File: config.mk
export PLATFORM = sky130hd
export DESIGN_NAME = x86_64_instruction_length_decoder
export DESIGN_NICKNAME = d
export VERILOG_FILES = /design/src/design/x86il_pkg.sv /design/src/design/x86il_front.sv /design/src/design/x86il_queue.sv /design/src/design/x86il_back.sv /design/src/design/x86_64_instruction_length_decoder.sv
export SDC_FILE = /design/constraint.sdc
export NUM_CORES = 1
export LEC_CHECK = 0
export ABC_CLOCK_PERIOD_IN_PS = 5750
export BUFFER_PORTS_ARGS = -buffer_cell sky130_fd_sc_hd__buf_4
export CAP_MARGIN = 20
export CELL_PAD_IN_SITES_DETAIL_PLACEMENT = 1
export CELL_PAD_IN_SITES_GLOBAL_PLACEMENT = 2
export CORE_ASPECT_RATIO = 0.9
export CORE_UTILIZATION = 25
export DETAILED_ROUTE_END_ITERATION = 10
export PLACE_DENSITY = 0.72
export SLEW_MARGIN = 20
export SYNTH_ARGS = -nofsm -noshare
export SYNTH_HDL_FRONTEND = slang
export SYNTH_HIERARCHICAL = 1
export SYNTH_SLANG_ARGS = --single-unit
export TNS_END_PERCENT = 50
File: constraint.sdc
create_clock -name i_clk -period 5.75 [get_ports i_clk]
set_clock_uncertainty 0.1 [all_clocks]
set_input_delay 0.2875 -clock i_clk [delete_from_list [all_inputs] [get_ports i_clk]]
set_output_delay 0.2875 -clock i_clk [all_outputs]
set_load 0.01 [all_outputs]
File: src/design/x86il_pkg.sv
// ----------------------------------------------------------------------------
// x86il_pkg
// Shared types, constants and decode helpers for the x86-64 length decoder.
// ----------------------------------------------------------------------------
package x86il_pkg;

    localparam int MaxPrefixBytes = 14;
    localparam int WinBytes       = 17;
    localparam int QueueDepth     = 2;

    // One input transaction: the 17-byte instruction window.
    typedef struct packed {
        logic [7:0]  byte_last;
        logic [63:0] bytes_mid;
        logic [63:0] bytes_low;
    } t_in_item;

    // One result transaction.
    typedef struct packed {
        logic       invalid;
        logic [3:0] prefix_count;
        logic [4:0] length;
    } t_out_item;

    // Classified item handed from the front part to the back part.
    typedef struct packed {
        logic       too_many;
        logic [3:0] cnt;
        logic [7:0] op;
        logic [7:0] modrm;
        logic [7:0] sib;
        logic       o16;
        logic       a32;
        logic       rex_w;
    } t_cls_item;

    // Queue status seen by the front part.
    typedef struct packed {
        logic full;
        logic empty;
    } t_q_status;

    // FPU check outcome.
    typedef enum logic [1:0] {
        FPU_OK       = 2'd0,
        FPU_INV_KEEP = 2'd1,
        FPU_INV_ONE  = 2'd2
    } t_fpu_res;

    // Queue occupancy states.
    typedef enum logic [1:0] {
        Q_EMPTY = 2'd0,
        Q_ONE   = 2'd1,
        Q_TWO   = 2'd2
    } t_q_state;

    localparam logic [7:0] PfxOpSize = 8'h66;
    localparam logic [7:0] PfxAdSize = 8'h67;
    localparam logic [7:0] PfxFs     = 8'h64;
    localparam logic [7:0] PfxRepne  = 8'hf2;
    localparam logic [7:0] PfxRep    = 8'hf3;
    localparam logic [7:0] PfxWait   = 8'h9b;
    localparam logic [7:0] PfxLock   = 8'hf0;
    localparam logic [7:0] RexWBit   = 8'h08;

    function automatic logic is_prefix(input logic [7:0] b);
        return b == PfxOpSize || b == PfxAdSize || b == PfxFs || b == PfxRepne ||
               b == PfxRep || b == PfxWait || b == PfxLock || b[7:4] == 4'h4;
    endfunction

    // Bytes of opcode, ModRM, SIB and displacement.
    function automatic logic [3:0] modrm_size(input logic [7:0] m, input logic [7:0] s);
        logic [3:0] n;
        n = 4'd2;
        if (m[7:6] == 2'd0 && m[2:0] == 3'd5) n = n + 4'd4;
        if (m[7:6] == 2'd1) n = n + 4'd1;
        if (m[7:6] == 2'd2) n = n + 4'd4;
        if (m[2:0] == 3'd4 && m[7:6] != 2'd3) begin
            n = n + 4'd1;
            if (m[7:6] == 2'd0 && s[2:0] == 3'd5) n = n + 4'd4;
        end
        return n;
    endfunction

    function automatic t_fpu_res fpu_check(input logic [2:0] opl, input logic [2:0] reg_f,
                                           input logic r3);
        t_fpu_res r;
        r = FPU_OK;
        case (opl)
            3'd0: if (reg_f == 3'd2) r = FPU_INV_ONE;
            3'd1: if (reg_f == 3'd4 || reg_f == 3'd5) r = FPU_INV_ONE;
            3'd2: if (r3 && (reg_f == 3'd4 || reg_f == 3'd6 || reg_f == 3'd7))
                      r = FPU_INV_KEEP;
            3'd3: begin
                if (reg_f == 3'd6) r = FPU_INV_ONE;
                else if (reg_f == 3'd4 && !r3) r = FPU_INV_KEEP;
                else if (reg_f == 3'd7 && r3) r = FPU_INV_KEEP;
            end
            3'd4: r = FPU_OK;
            3'd5: begin
                if (reg_f == 3'd5) r = r3 ? FPU_OK : FPU_INV_KEEP;
                else if (reg_f == 3'd1 || reg_f == 3'd6 || reg_f == 3'd7)
                    r = r3 ? FPU_INV_KEEP : FPU_OK;
            end
            3'd6: if (reg_f == 3'd2 && r3) r = FPU_INV_KEEP;
            default: if (r3 && (reg_f <= 3'd3 || reg_f == 3'd7)) r = FPU_INV_KEEP;
        endcase
        return r;
    endfunction

endpackage

File: src/design/x86il_front.sv
// ----------------------------------------------------------------------------
// x86il_front
// Counts and skips prefix bytes, then picks opcode, ModRM and SIB bytes.
// ----------------------------------------------------------------------------
module x86il_front import x86il_pkg::*; (
    input  logic      i_clk,
    input  logic      i_rst_n,
    input  logic      i_valid,
    input  t_in_item  i_item,
    output logic      o_valid,
    output t_cls_item o_cls
);

    logic [7:0] win [WinBytes];
    logic [3:0] cnt;
    logic       stop;
    logic [7:0] leg;
    logic       rex_w;
    t_cls_item  cls;
    logic       r_valid;
    t_cls_item  r_cls;

    // Split the window into bytes.
    always_comb begin
        for (int k = 0; k < 8; k++) begin
            win[k]     = i_item.bytes_low[8*k +: 8];
            win[k + 8] = i_item.bytes_mid[8*k +: 8];
        end
        win[16] = i_item.byte_last;
    end

    // Prefix scan: independent per-byte tests, first non-prefix wins.
    always_comb begin
        cnt   = 4'(MaxPrefixBytes);
        stop  = 1'b0;
        leg   = 8'h00;
        rex_w = 1'b0;
        for (int k = 0; k < MaxPrefixBytes; k++) begin
            if (!stop) begin
                if (is_prefix(win[k])) begin
                    if (win[k][7:4] == 4'h4) rex_w = (win[k] & RexWBit) != 8'h00;
                    else if (win[k] != PfxLock) leg = win[k];
                end else begin
                    stop = 1'b1;
                    cnt  = 4'(k);
                end
            end
        end
    end

    // Pick the opcode and the two following bytes.
    always_comb begin
        cls.too_many = !stop && is_prefix(win[MaxPrefixBytes]);
        cls.cnt      = cnt;
        cls.op       = win[5'(cnt)];
        cls.modrm    = win[5'(cnt) + 5'd1];
        cls.sib      = win[5'(cnt) + 5'd2];
        cls.o16      = leg == PfxOpSize;
        cls.a32      = leg == PfxAdSize;
        cls.rex_w    = rex_w;
    end

    // Register the classified transaction.
    always_ff @(posedge i_clk) begin
        if (!i_rst_n) begin
            r_valid <= 1'b0;
        end else begin
            r_valid <= i_valid;
        end
        r_cls <= cls;
    end

    assign o_valid = r_valid;
    assign o_cls   = r_cls;

endmodule

File: src/design/x86il_queue.sv
// ----------------------------------------------------------------------------
// x86il_queue
// Two-entry queue between the classifying front part and the length back part.
// ----------------------------------------------------------------------------
module x86il_queue import x86il_pkg::*; (
    input  logic      i_clk,
    input  logic      i_rst_n,
    input  logic      i_push,
    input  t_cls_item i_data,
    input  logic      i_pop,
    output t_cls_item o_data,
    output t_q_status o_status
);

    t_cls_item r_mem [QueueDepth];
    logic      r_wp;
    logic      r_rp;
    t_q_state  r_state;
    t_q_state  n_state;
    logic      do_push;
    logic      do_pop;

    assign do_push = i_push && r_state != Q_TWO;
    assign do_pop  = i_pop && r_state != Q_EMPTY;

    // Next occupancy.
    always_comb begin
        n_state = r_state;
        case (r_state)
            Q_EMPTY: if (do_push) n_state = Q_ONE;
            Q_ONE: begin
                if (do_push && !do_pop) n_state = Q_TWO;
                else if (!do_push && do_pop) n_state = Q_EMPTY;
            end
            Q_TWO: if (do_pop && !do_push) n_state = Q_ONE;
            default: n_state = Q_EMPTY;
        endcase
    end

    // Status outputs.
    always_comb begin
        o_status.full  = r_state == Q_TWO;
        o_status.empty = r_state == Q_EMPTY;
    end

    // Pointers and storage.
    always_ff @(posedge i_clk) begin
        if (!i_rst_n) begin
            r_state <= Q_EMPTY;
            r_wp    <= 1'b0;
            r_rp    <= 1'b0;
        end else begin
            r_state <= n_state;
            if (do_push) r_wp <= ~r_wp;
            if (do_pop) r_rp <= ~r_rp;
        end
        if (do_push) r_mem[r_wp] <= i_data;
    end

    assign o_data = r_mem[r_rp];

    // The queue must never be pushed while full.
    assert property (@(posedge i_clk) disable iff (!i_rst_n) !(i_push && r_state == Q_TWO))
        else $error("queue overflow");
    // A pop on a single entry with no push leaves the queue empty.
    assert property (@(posedge i_clk) disable iff (!i_rst_n)
        (r_state == Q_ONE && i_pop && !i_push) |=> r_state == Q_EMPTY)
        else $error("queue occupancy slip");
    // Pointers are equal whenever the queue is empty.
    assert property (@(posedge i_clk) disable iff (!i_rst_n)
        r_state == Q_EMPTY |-> r_wp == r_rp)
        else $error("queue pointer mismatch");

endmodule

File: src/design/x86il_back.sv
// ----------------------------------------------------------------------------
// x86il_back
// Decodes the one-byte opcode map and registers the length result.
// ----------------------------------------------------------------------------
module x86il_back import x86il_pkg::*; (
    input  logic      i_clk,
    input  logic      i_rst_n,
    input  logic      i_valid,
    input  t_cls_item i_cls,
    output logic      o_valid,
    output t_out_item o_result
);

    logic [7:0] op;
    logic [2:0] reg_f;
    logic       r3;
    logic [3:0] msz;
    logic [4:0] len;
    logic       bad;
    logic       inv;
    t_fpu_res   fr;
    logic [4:0] iv32;
    t_out_item  res;
    logic       r_valid;
    t_out_item  r_result;

    assign op    = i_cls.op;
    assign reg_f = i_cls.modrm[5:3];
    assign r3    = i_cls.modrm[7:6] == 2'd3;
    assign msz   = modrm_size(i_cls.modrm, i_cls.sib);
    assign fr    = fpu_check(op[2:0], reg_f, r3);
    assign iv32  = i_cls.o16 ? 5'd2 : 5'd4;

    // Opcode map decode.
    always_comb begin
        len = 5'd0;
        bad = 1'b0;
        inv = 1'b0;
        if (op <= 8'h3f) begin
            if (op[2:0] <= 3'd3) len = 5'(msz);
            else if (op[2:0] == 3'd4) len = 5'd2;
            else if (op[2:0] == 3'd5) len = 5'd5;
            else bad = 1'b1;
        end else if (op >= 8'h50 && op <= 8'h5f) len = 5'd1;
        else if (op >= 8'h70 && op <= 8'h7f) len = 5'd2;
        else if (op >= 8'h90 && op <= 8'h9f && op != 8'h9a) len = 5'd1;
        else if (op >= 8'hb0 && op <= 8'hb7) len = 5'd2;
        else if (op >= 8'hb8 && op <= 8'hbf) len = 5'd1 + (i_cls.rex_w ? 5'd8 : iv32);
        else if (op >= 8'hd8 && op <= 8'hdf) begin
            len = 5'(msz);
            if (fr == FPU_INV_KEEP) inv = 1'b1;
            else if (fr == FPU_INV_ONE) bad = 1'b1;
        end else begin
            case (op)
                8'h68, 8'h69: len = 5'd5;
                8'h6a, 8'h6b: len = 5'd2;
                8'h6c, 8'h6d, 8'h6e, 8'h6f: len = 5'd1;
                8'h80, 8'h83: len = 5'(msz) + 5'd1;
                8'h81: len = (i_cls.o16 ? 5'd2 : 5'd4) + 5'(msz);
                8'h84, 8'h85, 8'h86, 8'h87, 8'h88, 8'h89, 8'h8a, 8'h8b, 8'h8c, 8'h8e:
                    len = 5'(msz);
                8'h8d, 8'h8f: if (r3) bad = 1'b1; else len = 5'(msz);
                8'ha0, 8'ha1, 8'ha2, 8'ha3: len = i_cls.a32 ? 5'd5 : 5'd9;
                8'ha4, 8'ha5, 8'ha6, 8'ha7: len = 5'd1;
                8'ha8: len = 5'd2;
                8'ha9: len = 5'd1 + iv32;
                8'haa, 8'hab, 8'hac, 8'had, 8'hae, 8'haf: len = 5'd1;
                8'hc0, 8'hc1, 8'hd0, 8'hd1, 8'hd2, 8'hd3: begin
                    if (reg_f == 3'd2 || reg_f == 3'd3 || reg_f == 3'd6) bad = 1'b1;
                    else len = 5'(msz) + ((op <= 8'hc1) ? 5'd1 : 5'd0);
                end
                8'hc2: len = 5'd3;
                8'hc3: len = 5'd1;
                8'hc6: if (reg_f != 3'd0) bad = 1'b1; else len = 5'd1 + 5'(msz);
                8'hc7: if (reg_f != 3'd0) bad = 1'b1; else len = iv32 + 5'(msz);
                8'hc8: len = 5'd4;
                8'hc9: len = 5'd1;
                8'hca: len = 5'd3;
                8'hcb, 8'hcc: len = 5'd1;
                8'hcd: len = 5'd2;
                8'hcf: len = 5'd1;
                8'hd7: len = 5'd1;
                8'he0, 8'he1, 8'he2, 8'he3, 8'he4, 8'he5, 8'he6, 8'he7, 8'heb:
                    len = 5'd2;
                8'he8, 8'he9: len = 5'd1 + iv32;
                8'hec, 8'hed, 8'hee, 8'hef: len = 5'd1;
                8'hf4, 8'hf5: len = 5'd1;
                8'hf6, 8'hf7: begin
                    if (reg_f == 3'd1) bad = 1'b1;
                    else len = 5'(msz) + ((reg_f == 3'd0) ?
                               ((op == 8'hf6) ? 5'd1 : iv32) : 5'd0);
                end
                default: bad = 1'b1;
            endcase
        end
    end

    // Assemble the result transaction.
    always_comb begin
        if (i_cls.too_many) begin
            res.length       = 5'd1;
            res.prefix_count = 4'(MaxPrefixBytes);
            res.invalid      = 1'b1;
        end else begin
            res.length       = bad ? 5'd1 : 5'(i_cls.cnt) + len;
            res.prefix_count = i_cls.cnt;
            res.invalid      = bad | inv;
        end
    end

    always_ff @(posedge i_clk) begin
        if (!i_rst_n) begin
            r_valid <= 1'b0;
        end else begin
            r_valid <= i_valid;
        end
        r_result <= res;
    end

    assign o_valid  = r_valid;
    assign o_result = r_result;

    // An invalid result of length above one must come from an FPU slot.
    assert property (@(posedge i_clk) disable iff (!i_rst_n)
        (r_valid && r_result.invalid && r_result.length != 5'd1) |->
        $past(i_cls.op[7:3]) == 5'b11011)
        else $error("invalid result keeps length outside FPU map");
    // Prefix count never exceeds the prefix limit.
    assert property (@(posedge i_clk) disable iff (!i_rst_n)
        r_valid |-> r_result.prefix_count <= 4'(MaxPrefixBytes))
        else $error("prefix count out of range");
    // Each accepted item yields one result next cycle.
    assert property (@(posedge i_clk) disable iff (!i_rst_n) i_valid |=> r_valid)
        else $error("result lost");

endmodule

File: src/design/x86_64_instruction_length_decoder.sv
// The result strobe follows start through the front register, the queue and the result register.
// Throughput: one instruction per cycle; busy rises only when the queue is full.
// The receiver cannot stall, so the queue drains every cycle and busy stays low in use.
// Reset (synchronous, active low) empties the queue and clears all strobes.
// ----------------------------------------------------------------------------
// x86_64_instruction_length_decoder
// Top level: prefix front part, two-entry queue and opcode-map back part.
// ----------------------------------------------------------------------------
module x86_64_instruction_length_decoder import x86il_pkg::*; (
    input  logic      i_clk,
    input  logic      i_rst_n,
    input  logic      start,
    output logic      busy,
    input  t_in_item  i_item,
    output logic      o_strobe,
    output t_out_item o_result
);

    logic      f_valid;
    t_cls_item f_cls;
    t_cls_item q_data;
    t_q_status q_status;
    logic      q_pop;

    assign busy  = q_status.full;
    assign q_pop = !q_status.empty;

    x86il_front u_front (
        .i_clk   (i_clk),
        .i_rst_n (i_rst_n),
        .i_valid (start && !busy),
        .i_item  (i_item),
        .o_valid (f_valid),
        .o_cls   (f_cls)
    );

    x86il_queue u_queue (
        .i_clk    (i_clk),
        .i_rst_n  (i_rst_n),
        .i_push   (f_valid),
        .i_data   (f_cls),
        .i_pop    (q_pop),
        .o_data   (q_data),
        .o_status (q_status)
    );

    x86il_back u_back (
        .i_clk    (i_clk),
        .i_rst_n  (i_rst_n),
        .i_valid  (q_pop),
        .i_cls    (q_data),
        .o_valid  (o_strobe),
        .o_result (o_result)
    );

endmodule
Word level (Yosys, flattened, before mapping)
Memories as Yosys holds them, arrays and structs flattened. A register that Yosys moved wholly into a read port is not among the register bits.
Index checks and enable logic that the tools add are counted.
{"block": "totals", "regBits": 48, "ram_bits": 64, "input_bits": 139, "output_inout_bits": 12, "wordCells": 690, "mem_count": 1}
{"memory": "u_queue.r_mem", "words": 2, "width": 32, "rd": 1, "rd_clocked_by_memory_dff": 1, "wr": 1, "line": "x86il_queue.sv:15", "source": "t_cls_item r_mem [QueueDepth];"}
{"block": "classes", "addsub": 13, "magnitude_cmp": 19, "eq_ne": 241, "n_mux": 233, "bitwise_logic": 6, "reduce_logical": 161}
{"operator": "$eq 8x8->1 const B", "count": 128}
{"operator": "$mux 8", "count": 61}
{"operator": "$eq 8x7->1 const B", "count": 55}
{"operator": "$mux 4", "count": 33}
{"operator": "$bmux 8 s5", "count": 3}
{"operator": "$ne 8x8->1 const B", "count": 15}
{"operator": "$logic_or 1x1->1", "count": 113}
{"operator": "$mux 1", "count": 103}
{"operator": "$mux 5", "count": 16}
{"operator": "$pmux 5 s15", "count": 1}
{"operator": "$reduce_or 64->1", "count": 1}
{"operator": "$eq 4x3->1 const B", "count": 15}
{"operator": "$le 8x8->1 const B", "count": 5}
{"operator": "$ge 8x8->1 const B", "count": 4}
{"operator": "$eq 3x3->1 const B", "count": 10}
{"operator": "$reduce_or 26->1", "count": 1}
{"operator": "$logic_and 1x1->1", "count": 21}
{"operator": "$mux 2", "count": 10}
{"operator": "$ge 6x6->1 const B", "count": 3}
{"operator": "$ge 8x7->1 const B", "count": 2}
{"operator": "$le 8x7->1 const B", "count": 2}
{"operator": "$add 4x5->5", "count": 3}
{"operator": "$pmux 2 s7", "count": 1}
{"operator": "$reduce_or 2->1", "count": 7}
{"operator": "34 further kinds", "count": 60}

Longest topological paths before layout
{"block": "depth", "depth_word": 62, "mapped_depth": 22, "mapped_depth_nobuf": 17}

By module
The synthesis kept the hierarchy.
{"module": "x86il_front", "n_inst": 1, "cells_per_inst": 1112, "area_per_inst_um2": 7355.8, "seq_area_each_um2": 660.6}
{"module": "x86il_queue", "n_inst": 1, "cells_per_inst": 129, "area_per_inst_um2": 2585.0, "seq_area_each_um2": 2021.9}
{"module": "x86il_back", "n_inst": 1, "cells_per_inst": 329, "area_per_inst_um2": 2333.5, "seq_area_each_um2": 220.2}
{"module": "x86_64_instruction_length_decoder", "n_inst": 1, "cells_per_inst": 2, "area_per_inst_um2": 17.5, "seq_area_each_um2": 0.0}

Worst setup path before layout
Ideal clock, no wire load.
{"block": "synth_timing", "path_kind": "input to register", "startpoint": "input i_item[28] (netlist bit)", "endpoint": "register u_front.r_cls (netlist bit u_front/o_cls[12])", "setup_time_ns": 0.126, "arrival_ns": 4.680, "required_time_ns": 5.524, "path_slack_ns": 0.844, "cell_stages": 20, "path_buffers": 7, "cell_sequence": "buf_2 nor4b_1 a41oi_1 a22o_1 a2111oi_4 nand2_4 or3_1 o21ai_2 inv_1 buf_4 buf_6 buf_6 buf_2 ha_1 xnor2_1 clkbuf_1 clkbuf_1 o211ai_1 a32oi_1 nand3_1"}
{"element": "from (decl)", "line": "x86_64_instruction_length_decoder.sv:14", "source": "input t_in_item i_item,"}
{"element": "to (signal assigned)", "line": "x86il_front.sv:70", "source": "r_cls <= cls;"}
{"element": "to (decl)", "line": "x86il_front.sv:21", "source": "t_cls_item r_cls;"}

==> results.json <==
{
  "clkTransAtPathRegs_ns": 0.07,
  "worstSetupPathType": "reg2reg",
  "p_seq_share_pct": 38.6,
  "cts_tree": "done",
  "layoutNonFillerInstCount": 2128,
  "cts_sinks": 98,
  "place_area_um2": 12700,
  "layout_common_cells": "nand2_1, buf_4, nor2_1, o21ai_0, nand3_1",
  "final_common_cell": "nand2_1",
  "switchingPower_uw": 694,
  "cts_buffers": 9,
  "vdd_drop_max_mv": 0.153,
  "setup-tns-final_ns": 0,
  "fin_crit_sh_pct": 90.4,
  "slew_viol_final": 0,
  "crit_fanout": 16,
  "drv_cap": 0,
  "cts_root_buf": "clkbuf_16",
  "routedWlPerCell_um": 25.3,
  "place_inst": 2112,
  "ctsHoldBuffers": 0,
  "drive_above_1_share_pct": 18.9,
  "nets": 1694,
  "syn_nets": 1605,
  "status": "finished clean",
  "grt_max_degree": 87,
  "syn_area_per_cell_um2": 7.70,
  "ioPinCount": 151,
  "drcViolationCount": 0,
  "antenna_found_initial": 0,
  "powerDensity_nw_per_um2": 158,
  "routed_wl_mm": 53.7,
  "critical_path.cell_chain": "buf_4 -> mux2_2 -> nor2_1 -> and4b_1 -> fa_1 -> or3_4 -> a31oi_4 -> ha_1 -> xor2_1 -> a222oi_1 -> and3_1 -> o21ai_1 -> ha_1 -> a21o_1 -> a21oi_1 -> a211oi_1 -> nor4_1",
  "hpwlAfterDp_mm": 41.8,
  "path_delay_family": "compound AO/OA/AOI/OAI gates",
  "grt_overflow": 0,
  "port_buffers": 150,
  "num_vias": 12500,
  "htreeDepth": 3,
  "setup_viol": 0,
  "place_congestion": 0.964,
  "power.share.clock_pct": 30.2,
  "post_drt_via_cell_ratio": 5.88,
  "hold_viol_final": 0,
  "cts_max_path_buffers": 2,
  "synth_warnings": 6,
  "fin_area_um2": 13100,
  "area_delta_synth_final_pct": 17.6,
  "cp.buffers_inverters": 1,
  "pwr-share-comb_pct": 31.3,
  "cp.arrival_ns": 5.34,
  "ant_nets": 0,
  "num_rows": 72,
  "cp-start-kind": "flop",
  "tightest_slew_ns": 1.02,
  "p_sw_share_pct": 33.6,
  "syn_area_um2": 11100,
  "cp.required_ns": 5.90,
  "clk-insertion-delay-late_ns": 0.35,
  "cp_common_cell": "ha_1",
  "post-cts-setup-buffers": 0,
  "period_needed_ns": 5.20,
  "hold_start": "i_item[132]",
  "grt_pass1_vias": 12700,
  "power_leakage_nw": 4.81,
  "grt_pass1_wl_mm": 80.7,
  "drt_iter0_markers": 1086,
  "synthCells": 1442,
  "hold_class": "in2reg",
  "die_w_um": 224,
  "internal_power_mw": 1.37,
  "start_util_pct": 25.6,
  "core-area_um2": 43400,
  "cts_repair_resize_count": 0,
  "die_area_um2": 45300,
  "relSlewSlack_pct": 31.0,
  "fill_cells": 5330,
  "fmax_mhz": 192,
  "n_antenna_cell": 0,
  "die_h_um": 202,
  "track_usage_pct": 23.4,
  "crit_path_max_incr_delay_ns": 0.45,
  "cp_slowest_cell": "fa_1",
  "rsz0062_at_grt": "false",
  "dr.pass1.iters": 6,
  "cp-end-kind": "flop"
}
[path summary, 6_finish.rpt]
check	to	slack [ns]	cells past startpoint
min reg2reg	u_queue/r_mem[1][26]	0.33	0
min	u_front/o_cls[15]	0.09	2
max reg2reg	u_back/o_result[4]	0.55	17
max	u_back/o_result[4]	0.55	17
[metrics by stage]
step           util [%]  power [mW]  hold slack (ns)  setup WS [ns]
2_1_floorplan         -        1.15            0.304          0.890
3_3_place_gp       29.3        1.44            0.310          0.736
4_1_cts            30.1        2.08           0.0610          0.559
5_1_grt            30.1        2.16           0.0660         0.0919
3_5_place_dp       29.4        1.45            0.317          0.624
6_report           30.1        2.07           0.0886          0.554
[final cells by class]
cell class	count	area, um2	share of cell area [%]
Tap cell	592	741	5.67
Clock inverter	7	87.6	0.670
Inverter	40	153	1.17
Multi-Input combinational cell	1198	7970	61.0
Sequential cell	98	2500	19.2
Clock buffer	9	225	1.72
Timing Repair Buffer	184	1380	10.6
[metal layers]
layer / wire length (um) / vias to the layer above / global-route usage, % / part of all wire [%]
met5: 0 / - / 0 / 0
met4: 2740 / 0 / 12.0 / 5.1
met3: 3230 / 122 / 2.63 / 6.0
met2: 24200 / 520 / 37.5 / 45
met1: 23500 / 6167 / 31.0 / 44
li1: - / 5703 / - / -
[power groups by stage]
stage	Sequential [mW]	Clock, mW	Combinational, mW
finish	0.796	0.624	0.646
global route	0.800	0.664	0.694
CTS	0.797	0.642	0.638
detailed placement	0.812	0	0.635
global placement	0.810	0	0.627
floorplan	0.807	0	0.345
[flip-flops by register name, summed over array words and instances (netlist names), named ones only]
register and cells:
u_back/o_result 10, u_back/o_valid 1, u_front/o_cls 27, u_front/o_valid 1, u_queue/r_mem 54, u_queue/r_rp 1, u_queue/r_state 2, u_queue/r_wp 1
No activity file was read; power rests on OpenSTA's default activity.
